--- src/design/dlfp_pkg.sv ---
package dlfp_pkg;

    localparam int VALUE_BITS      = 32;
    localparam int FRAC_BITS       = 16;
    localparam int MAX_FRAC_DIGITS = 9;

    localparam int CHAR_W      = 8;
    localparam int OUT_VALUE_W = 32;
    localparam int STATUS_W    = 3;

    function automatic longint unsigned pow10(input int n);
        longint unsigned p;
        p = 64'd1;
        for (int i = 0; i < n; i++) begin
            p = p * 64'd10;
        end
        return p;
    endfunction

    localparam longint unsigned INT_LIMIT =
        (VALUE_BITS - 1 > FRAC_BITS) ? (64'd1 << (VALUE_BITS - 1 - FRAC_BITS)) : 64'd0;

    localparam int INT_W  = $clog2(INT_LIMIT + 2);
    localparam int DEN_W  = $clog2(pow10(MAX_FRAC_DIGITS) + 1);
    localparam int CNT_W  = $clog2(MAX_FRAC_DIGITS + 1);
    localparam int MAG_W  = VALUE_BITS + 1;
    localparam int Q_W    = FRAC_BITS + 1;
    localparam int STEP_W = $clog2(FRAC_BITS + 2);

    localparam logic [VALUE_BITS-1:0] MOST_NEG = {1'b1, {(VALUE_BITS - 1){1'b0}}};
    localparam logic [VALUE_BITS-1:0] MOST_POS = ~MOST_NEG;

    localparam logic [CHAR_W-1:0] CHAR_POINT = 8'h2E;
    localparam logic [CHAR_W-1:0] CHAR_MINUS = 8'h2D;
    localparam logic [CHAR_W-1:0] CHAR_PLUS  = 8'h2B;
    localparam logic [CHAR_W-1:0] CHAR_ZERO  = 8'h30;
    localparam logic [CHAR_W-1:0] CHAR_NINE  = 8'h39;
    localparam logic [CHAR_W-1:0] SEP_RESET  = 8'd44;

    typedef enum logic [STATUS_W-1:0] {
        STAT_OK          = 3'd0,
        STAT_BAD_CHAR    = 3'd1,
        STAT_MULTI_POINT = 3'd2,
        STAT_TRAIL_POINT = 3'd3,
        STAT_SATURATED   = 3'd4
    } status_t;

    typedef enum logic [2:0] {
        FSM_IDLE,
        FSM_PARSE,
        FSM_CHECK,
        FSM_DIVIDE,
        FSM_ROUND
    } fsm_t;

    typedef struct packed {
        logic busy;
        logic done;
    } div_stat_t;

endpackage

--- src/design/dlfp_frac_div.sv ---
module dlfp_frac_div (
    input  logic                          aclk,
    input  logic                          aresetn,
    input  logic                          start,
    input  logic [dlfp_pkg::DEN_W-1:0]    dividend,
    input  logic [dlfp_pkg::DEN_W-1:0]    divisor,
    input  logic                          round_en,
    output dlfp_pkg::div_stat_t           stat,
    output logic [dlfp_pkg::Q_W-1:0]      quotient
);
    import dlfp_pkg::*;

    logic              busy_reg, busy_next;
    logic              done_reg, done_next;
    logic [STEP_W-1:0] step_reg, step_next;
    logic [DEN_W-1:0]  rem_reg, rem_next;
    logic [DEN_W-1:0]  den_reg, den_next;
    logic [Q_W-1:0]    q_reg, q_next;
    logic              round_reg, round_next;

    logic [DEN_W:0]    rem_shift;
    logic [DEN_W:0]    rem_sub;
    logic              ge;

    // One restoring step per cycle; the same compare also gives the rounding bit.
    assign rem_shift = {rem_reg, 1'b0};
    assign rem_sub   = rem_shift - {1'b0, den_reg};
    assign ge        = rem_shift >= {1'b0, den_reg};

    always_comb begin
        busy_next  = busy_reg;
        done_next  = 1'b0;
        step_next  = step_reg;
        rem_next   = rem_reg;
        den_next   = den_reg;
        q_next     = q_reg;
        round_next = round_reg;
        if (start) begin
            busy_next  = (FRAC_BITS != 0);
            done_next  = (FRAC_BITS == 0);
            step_next  = '0;
            rem_next   = dividend;
            den_next   = divisor;
            q_next     = '0;
            round_next = round_en;
        end else if (busy_reg) begin
            rem_next  = ge ? rem_sub[DEN_W-1:0] : rem_shift[DEN_W-1:0];
            q_next    = Q_W'({q_reg, ge});
            step_next = step_reg + STEP_W'(1);
            if (step_reg == STEP_W'(FRAC_BITS - 1)) begin
                busy_next = 1'b0;
                done_next = 1'b1;
            end
        end
    end

    always_ff @(posedge aclk) begin
        if (!aresetn) begin
            busy_reg <= 1'b0;
            done_reg <= 1'b0;
            step_reg <= '0;
        end else begin
            busy_reg <= busy_next;
            done_reg <= done_next;
            step_reg <= step_next;
        end
        rem_reg   <= rem_next;
        den_reg   <= den_next;
        q_reg     <= q_next;
        round_reg <= round_next;
    end

    assign stat.busy = busy_reg;
    assign stat.done = done_reg;
    assign quotient  = q_reg + Q_W'(round_reg && ge);

endmodule

--- src/design/decimal_list_to_fixed_point.sv ---
// Channel   Direction  Handshake          Payload
// s_        in         s_valid/s_ready    s_char_code, s_end_of_string
// m_        out        m_valid/m_ready    m_value, m_status, m_last_of_string
// cfg_      in         cfg_valid/cfg_ready cfg_separator_char
//
// A character that does not end a field is accepted in IDLE, then decoded in PARSE.
// A field end adds the CHECK state, the DIVIDE state in the restoring divider
// (one quotient bit per cycle) and the ROUND state.
// Reset sets the separator to a comma, clears all field state and drops any result.
// A result waits in the output register; the next character is still taken, and a
// later result stalls in its state until the register is free.
module decimal_list_to_fixed_point (
    input  logic                                aclk,
    input  logic                                aresetn,
    input  logic                                s_valid,
    output logic                                s_ready,
    input  logic [dlfp_pkg::CHAR_W-1:0]         s_char_code,
    input  logic                                s_end_of_string,
    output logic                                m_valid,
    input  logic                                m_ready,
    output logic [dlfp_pkg::OUT_VALUE_W-1:0]    m_value,
    output logic [dlfp_pkg::STATUS_W-1:0]       m_status,
    output logic                                m_last_of_string,
    input  logic                                cfg_valid,
    output logic                                cfg_ready,
    input  logic [dlfp_pkg::CHAR_W-1:0]         cfg_separator_char
);
    import dlfp_pkg::*;

    fsm_t state_reg, state_next;

    logic [CHAR_W-1:0] sep_reg;
    logic [CHAR_W-1:0] char_reg;
    logic              eos_reg;

    logic              neg_reg, neg_next;
    logic [INT_W-1:0]  int_reg, int_next;
    logic [DEN_W-1:0]  frac_reg, frac_next;
    logic [DEN_W-1:0]  den_reg, den_next;
    logic [CNT_W-1:0]  fcnt_reg, fcnt_next;
    logic              point_reg, point_next;
    logic              start_reg, start_next;
    logic              skip_reg, skip_next;

    logic                   m_valid_reg, m_valid_next;
    logic [OUT_VALUE_W-1:0] m_value_reg;
    status_t                m_status_reg;
    logic                   m_last_reg;

    logic                   take_char;
    logic                   load_out;
    logic [OUT_VALUE_W-1:0] out_value_c;
    status_t                out_status_c;
    logic                   clear_fld;
    logic                   update_fld;
    logic                   skip_we;
    logic                   skip_d;
    logic                   div_start;
    logic                   slot_free;

    logic                   is_sep, is_sign, is_point, is_digit;
    logic [3:0]             digit;
    status_t                parse_err;
    logic                   chk_trail, chk_ovf;

    logic [INT_W+3:0]       int_mul;
    logic [DEN_W+3:0]       frac_mul;
    logic [DEN_W+3:0]       den_mul;

    div_stat_t              div_stat;
    logic [Q_W-1:0]         quotient;
    logic [MAG_W-1:0]       mag;
    logic [MAG_W-1:0]       mag_max;
    logic                   mag_sat;
    logic [VALUE_BITS-1:0]  signed_val;
    logic [VALUE_BITS-1:0]  sat_val;

    assign slot_free = !m_valid_reg || m_ready;
    assign cfg_ready = 1'b1;

    assign is_sep   = char_reg == sep_reg;
    assign is_sign  = (char_reg == CHAR_PLUS || char_reg == CHAR_MINUS) && start_reg;
    assign is_point = char_reg == CHAR_POINT;
    assign is_digit = char_reg >= CHAR_ZERO && char_reg <= CHAR_NINE;
    assign digit    = char_reg[3:0];

    always_comb begin
        parse_err = STAT_OK;
        if (is_point && point_reg) begin
            parse_err = STAT_MULTI_POINT;
        end else if (!is_sign && !is_point && !is_digit) begin
            parse_err = STAT_BAD_CHAR;
        end
    end

    assign chk_trail = point_reg && fcnt_reg == '0;
    assign chk_ovf   = int_reg > INT_W'(INT_LIMIT);

    assign int_mul  = (INT_W + 4)'(int_reg) * 4'd10 + (INT_W + 4)'(digit);
    assign frac_mul = (DEN_W + 4)'(frac_reg) * 4'd10 + (DEN_W + 4)'(digit);
    assign den_mul  = (DEN_W + 4)'(den_reg) * 4'd10;

    dlfp_frac_div u_div (
        .aclk     (aclk),
        .aresetn  (aresetn),
        .start    (div_start),
        .dividend (frac_reg),
        .divisor  (den_reg),
        .round_en (fcnt_reg != '0),
        .stat     (div_stat),
        .quotient (quotient)
    );

    assign mag        = (MAG_W'(int_reg) << FRAC_BITS) + MAG_W'(quotient);
    assign mag_max    = neg_reg ? MAG_W'(MOST_NEG) : MAG_W'(MOST_NEG) - MAG_W'(1);
    assign mag_sat    = mag > mag_max;
    assign signed_val = neg_reg ? (VALUE_BITS'(0) - mag[VALUE_BITS-1:0]) : mag[VALUE_BITS-1:0];
    assign sat_val    = neg_reg ? MOST_NEG : MOST_POS;

    always_comb begin
        state_next = state_reg;
        case (state_reg)
            FSM_IDLE: begin
                if (s_valid) begin
                    state_next = FSM_PARSE;
                end
            end
            FSM_PARSE: begin
                if (skip_reg) begin
                    state_next = FSM_IDLE;
                end else if (is_sep) begin
                    state_next = FSM_CHECK;
                end else if (parse_err != STAT_OK) begin
                    state_next = slot_free ? FSM_IDLE : FSM_PARSE;
                end else begin
                    state_next = eos_reg ? FSM_CHECK : FSM_IDLE;
                end
            end
            FSM_CHECK: begin
                if (chk_trail || chk_ovf) begin
                    state_next = slot_free ? FSM_IDLE : FSM_CHECK;
                end else begin
                    state_next = FSM_DIVIDE;
                end
            end
            FSM_DIVIDE: begin
                if (div_stat.done) begin
                    state_next = FSM_ROUND;
                end
            end
            FSM_ROUND: begin
                if (slot_free) begin
                    state_next = FSM_IDLE;
                end
            end
            default: begin
                state_next = FSM_IDLE;
            end
        endcase
    end

    always_comb begin
        take_char    = 1'b0;
        load_out     = 1'b0;
        out_value_c  = '0;
        out_status_c = STAT_OK;
        clear_fld    = 1'b0;
        update_fld   = 1'b0;
        skip_we      = 1'b0;
        skip_d       = 1'b0;
        div_start    = 1'b0;
        case (state_reg)
            FSM_IDLE: begin
                take_char = 1'b1;
            end
            FSM_PARSE: begin
                if (skip_reg) begin
                    if (eos_reg) begin
                        clear_fld = 1'b1;
                        skip_we   = 1'b1;
                    end
                end else if (is_sep) begin
                    update_fld = 1'b0;
                end else if (parse_err != STAT_OK) begin
                    if (slot_free) begin
                        load_out     = 1'b1;
                        out_status_c = parse_err;
                        clear_fld    = 1'b1;
                        skip_we      = 1'b1;
                        skip_d       = !eos_reg;
                    end
                end else begin
                    update_fld = 1'b1;
                end
            end
            FSM_CHECK: begin
                if (chk_trail || chk_ovf) begin
                    if (slot_free) begin
                        load_out     = 1'b1;
                        out_status_c = chk_trail ? STAT_TRAIL_POINT : STAT_SATURATED;
                        out_value_c  = chk_trail ? '0 : OUT_VALUE_W'(signed'(sat_val));
                        clear_fld    = 1'b1;
                        skip_we      = 1'b1;
                        skip_d       = !eos_reg;
                    end
                end else begin
                    div_start = 1'b1;
                end
            end
            FSM_DIVIDE: begin
                div_start = 1'b0;
            end
            FSM_ROUND: begin
                if (slot_free) begin
                    load_out     = 1'b1;
                    out_status_c = mag_sat ? STAT_SATURATED : STAT_OK;
                    out_value_c  = mag_sat ? OUT_VALUE_W'(signed'(sat_val))
                                           : OUT_VALUE_W'(signed'(signed_val));
                    clear_fld    = 1'b1;
                    skip_we      = 1'b1;
                    skip_d       = mag_sat && !eos_reg;
                end
            end
            default: begin
                take_char = 1'b0;
            end
        endcase
    end

    always_comb begin
        neg_next   = neg_reg;
        int_next   = int_reg;
        frac_next  = frac_reg;
        den_next   = den_reg;
        fcnt_next  = fcnt_reg;
        point_next = point_reg;
        start_next = start_reg;
        skip_next  = skip_we ? skip_d : skip_reg;
        if (clear_fld) begin
            neg_next   = 1'b0;
            int_next   = '0;
            frac_next  = '0;
            den_next   = DEN_W'(1);
            fcnt_next  = '0;
            point_next = 1'b0;
            start_next = 1'b1;
        end else if (update_fld) begin
            start_next = 1'b0;
            if (is_sign) begin
                neg_next = char_reg == CHAR_MINUS;
            end else if (is_point) begin
                point_next = 1'b1;
            end else if (point_reg) begin
                if (fcnt_reg < CNT_W'(MAX_FRAC_DIGITS)) begin
                    frac_next = frac_mul[DEN_W-1:0];
                    den_next  = den_mul[DEN_W-1:0];
                    fcnt_next = fcnt_reg + CNT_W'(1);
                end
            end else if (!chk_ovf) begin
                if (int_mul > (INT_W + 4)'(INT_LIMIT)) begin
                    int_next = INT_W'(INT_LIMIT + 1);
                end else begin
                    int_next = int_mul[INT_W-1:0];
                end
            end
        end
    end

    assign m_valid_next = load_out ? 1'b1 : (m_ready ? 1'b0 : m_valid_reg);

    always_ff @(posedge aclk) begin
        if (!aresetn) begin
            state_reg   <= FSM_IDLE;
            sep_reg     <= SEP_RESET;
            neg_reg     <= 1'b0;
            int_reg     <= '0;
            frac_reg    <= '0;
            den_reg     <= DEN_W'(1);
            fcnt_reg    <= '0;
            point_reg   <= 1'b0;
            start_reg   <= 1'b1;
            skip_reg    <= 1'b0;
            m_valid_reg <= 1'b0;
        end else begin
            state_reg   <= state_next;
            if (cfg_valid) begin
                sep_reg <= cfg_separator_char;
            end
            neg_reg     <= neg_next;
            int_reg     <= int_next;
            frac_reg    <= frac_next;
            den_reg     <= den_next;
            fcnt_reg    <= fcnt_next;
            point_reg   <= point_next;
            start_reg   <= start_next;
            skip_reg    <= skip_next;
            m_valid_reg <= m_valid_next;
        end
        if (take_char && s_valid) begin
            char_reg <= s_char_code;
            eos_reg  <= s_end_of_string;
        end
        if (load_out) begin
            m_value_reg  <= out_value_c;
            m_status_reg <= out_status_c;
            m_last_reg   <= eos_reg;
        end
    end

    assign s_ready          = take_char;
    assign m_valid          = m_valid_reg;
    assign m_value          = m_value_reg;
    assign m_status         = m_status_reg;
    assign m_last_of_string = m_last_reg;

endmodule

--- config.mk ---
export PLATFORM = sky130hd
export DESIGN_NAME = decimal_list_to_fixed_point
export DESIGN_NICKNAME = d
export VERILOG_FILES = /design/src/design/dlfp_pkg.sv /design/src/design/dlfp_frac_div.sv /design/src/design/decimal_list_to_fixed_point.sv
export SDC_FILE = /design/constraint.sdc
export NUM_CORES = 1
export LEC_CHECK = 0
export BUFFER_PORTS_ARGS = -buffer_cell sky130_fd_sc_hd__buf_2
export CAP_MARGIN = 0
export CORE_MARGIN = 3
export CORE_UTILIZATION = 50
export CTS_CLUSTER_SIZE = 40
export DETAILED_ROUTE_END_ITERATION = 7
export PLACE_DENSITY_LB_ADDON = 0.08
export SLEW_MARGIN = 15
export SYNTH_ARGS = -nofsm -noshare
export SYNTH_HDL_FRONTEND = slang
export SYNTH_SLANG_ARGS = --single-unit
--- constraint.sdc ---
create_clock -name aclk -period 15 [get_ports aclk]
set_input_delay 3 -clock aclk [delete_from_list [all_inputs] [get_ports aclk]]
set_output_delay 3 -clock aclk [all_outputs]
set_load 0.005 [all_outputs]
==> reports/metrics.csv <==
metric,value,unit
# Post-CTS Setup Buffers,0,
slew at the pin closest to its max-slew limit,1.01,ns
cts hold-fix bufs,0,
synth cell count leaders,"ha_1 (209), nand2_1 (184), a21oi_1 (164), nor2_1 (148), dfxtp_1 (120)",
critical path data required time,15.40,ns
Mapped Nets,2291,
warnings from Yosys,0,
most common cell in the netlist,ha_1,
worst hold path depth,0,
antenna diode count,0,
critical path class,flip-flop to flip-flop,
Rows,68,
Final Hold Fails,0,
Critical Path Sink Type,flip-flop,
Worst Clk Skew,0.0114,ns
Multi-input gate area,11700,um2
post-route ant nets,0,
Synth area leaders,"edfxtp_1 (18%), ha_1 (15%), dfxtp_1 (13%)",
remaining global-route overflow,0,
CTS max path bufs,3,
clk sinks,226,
cell area after synthesis,18000,um2
# DRC,0,
I/O pin cnt,61,
Pwr Total,1590,uW
Clock transition at path regs,0.06,ns
post-layout net count,2310,
r2r startpoint,u_div.rem_reg[6],
CTS buffer count,28,
post-synth top area share,17.7,%
"Slowest-stage cell, CP",nor3_1,
setup_tns,0,ns
Tot GR Track Use,22.8,%
crit path time final,9.13,ns
Detail Placement HPWL,33800,um
number of global-route vias before repair,14900,
routed via count,15100,
chip width,196,um
worst-path maximum fanout,46,
Final period util,60.8,%
Initial DRT Pass Iterations,5,
Slew Limit Headroom,32.7,%
maximum vdd drop,0.104,mV
PortBufs,59,
Yosys cell types,97,
RD Place Congestion,0.896,
Detail Route met2 WL,21800,um
Resized Gates After CTS,0,
met1 WL,20000,um
outcome,completed,
cell mode on critical path,ha_1,
"slowest stage delay, CP",0.70,ns
register area,5590,um2
Starting Density,51.4,%
global-route wire length before repair,73800,um
Largest register FFs,32,
Synth Register Bits,226,
largest net degree at the start of global routing,80,
Worst EP arrival,9.53,ns
synthesized instance count,2054,
Async SR Flop Fraction,0,%
Post-Route WL,44500,um
PD cells,80.7,nW/um2
leading area contributor after synthesis,edfxtp_1,
final design utilization,56.2,%
Top Layer Used,met4,
Skew-Pair Late Insertion Delay,0.54,ns
Crit. Startpoint,u_div.rem_reg[6],
worst hold path endpoint,u_div.den_reg[29],
placed cell area,18600,um2
Post-synth EDFFs,106,
HP Start,den_reg[29],
sequential area share after synthesis,31.1,%
filler cell count,3278,
"Avg Cell Area, Syn",8.75,um2
final setup fails,0,
Avg WL per Cell,17.4,um
P_leak,0.00891,uW
crit start category,flip-flop,
max capacitance violation total,0,
clk root buf,clkbuf_16,
TritonCTS clock tree,done,
ys flop type,dfxtp_1,
initial antenna violation count,0,
reg2reg setup slack,5.87,ns
die height,196,um
DR vias/cell,5.92,
Met3 Routed Length,1400,um
DIE AREA,38300,um2
design area,19700,um2
"Area growth, synth to finish",9.34,%
initial DRC count,791,
Worst Reg2Reg Path Length in Cells,31,
Core Area,35000,um2
end of the worst register-to-register path,m_value[26],
H-Tree Depth,1,
layout cells sized above 1,7.68,%
Hold Path Class,flip-flop to flip-flop,
unrepaired setup endpoints after global routing,false,
max frequency,110,MHz
Slew Limit Fails,0,
-- cells in the final DEF (no fill, tap or decap), types with 27 or more instances in the layout --
cell	n
nor2_1	148
nand3_1	65
a21o_1	56
xnor2_1	95
buf_2	59
edfxtp_1	106
nand4_1	36
nand2_1	183
o21ai_0	81
dfxtp_1	119
xor2_1	52
and3_1	32
a211oi_1	34
mux2i_1	55
a21oi_1	163
nor2b_1	27
ha_1	209
clkbuf_16	29
nand2b_1	27
inv_1	102
nor3_1	50
-- metal layers --
metal,vias to the layer above,global-route usage [%]
met1,7112,29.2
met4,0,6.34
met2,259,41.0
li1,7657,-
met5,-,0
met3,79,2.17
-- layout make-up --
type / instances / share of cell area (%)
clock buffer: 34 / 3.94
clock inverter: 18 / 1.38
inverter: 103 / 1.97
multi-input combinational: 1646 / 59.5
sequential: 226 / 28.4
tap: 455 / 2.90
timing repair buffer: 68 / 1.85
-- worst max-delay path: cells and delay by family, from the launching register on --
kind	cells	cell delay, ns
AND/OR/NAND/NOR	12	3.57
AO/OA/AOI/OAI	10	2.46
adder cells (fa/ha/maj)	5	1.55
buffers and inverters	2	0.53
XOR/XNOR	2	0.48
flip-flops	1	0.39
-- per-stage QoR --
| stage | instances | setup WS (ns) | hold WS [ns] |
|---|---|---|---|
| floorplan | 2054 | 7.00 | 0.408 |
| global placement | 2498 | 6.20 | 0.416 |
| detailed placement | 2498 | 5.91 | 0.421 |
| CTS | 2550 | 5.91 | 0.435 |
| global route | 2550 | 5.23 | 0.461 |
| finish | 2550 | 5.87 | 0.438 |
-- power by group --
group	total, uW	internal, uW	switching [uW]
registers	674	661	13.0
clock network	754	486	269
logic	157	54.8	102
total	1590	1200	384
-- cells by family after synthesis --
kind of cell	Yosys count	synth area share (%)
XOR/XNOR	147	7.16
adder cells (fa/ha/maj)	215	15.2
multiplexers	56	3.13
flip-flops	226	31.1
AND/OR/NAND/NOR	691	19.3
AO/OA/AOI/OAI	536	20.1
buffers and inverters	182	3.90
other	1	0.0209
-- worst max-delay path by stage --
stage / cells past startpoint / end / slack, ns
after global routing: 31 / m_value[26] / 5.23
final: 31 / m_value[26] / 5.87
after floorplan: 37 / m_value[19] / 7.00
after detailed placement: 31 / m_value[26] / 5.91
after CTS: 31 / m_value[26] / 5.91
after global placement: 31 / m_value[26] / 6.20
No activity file was read; power rests on OpenSTA's default activity.
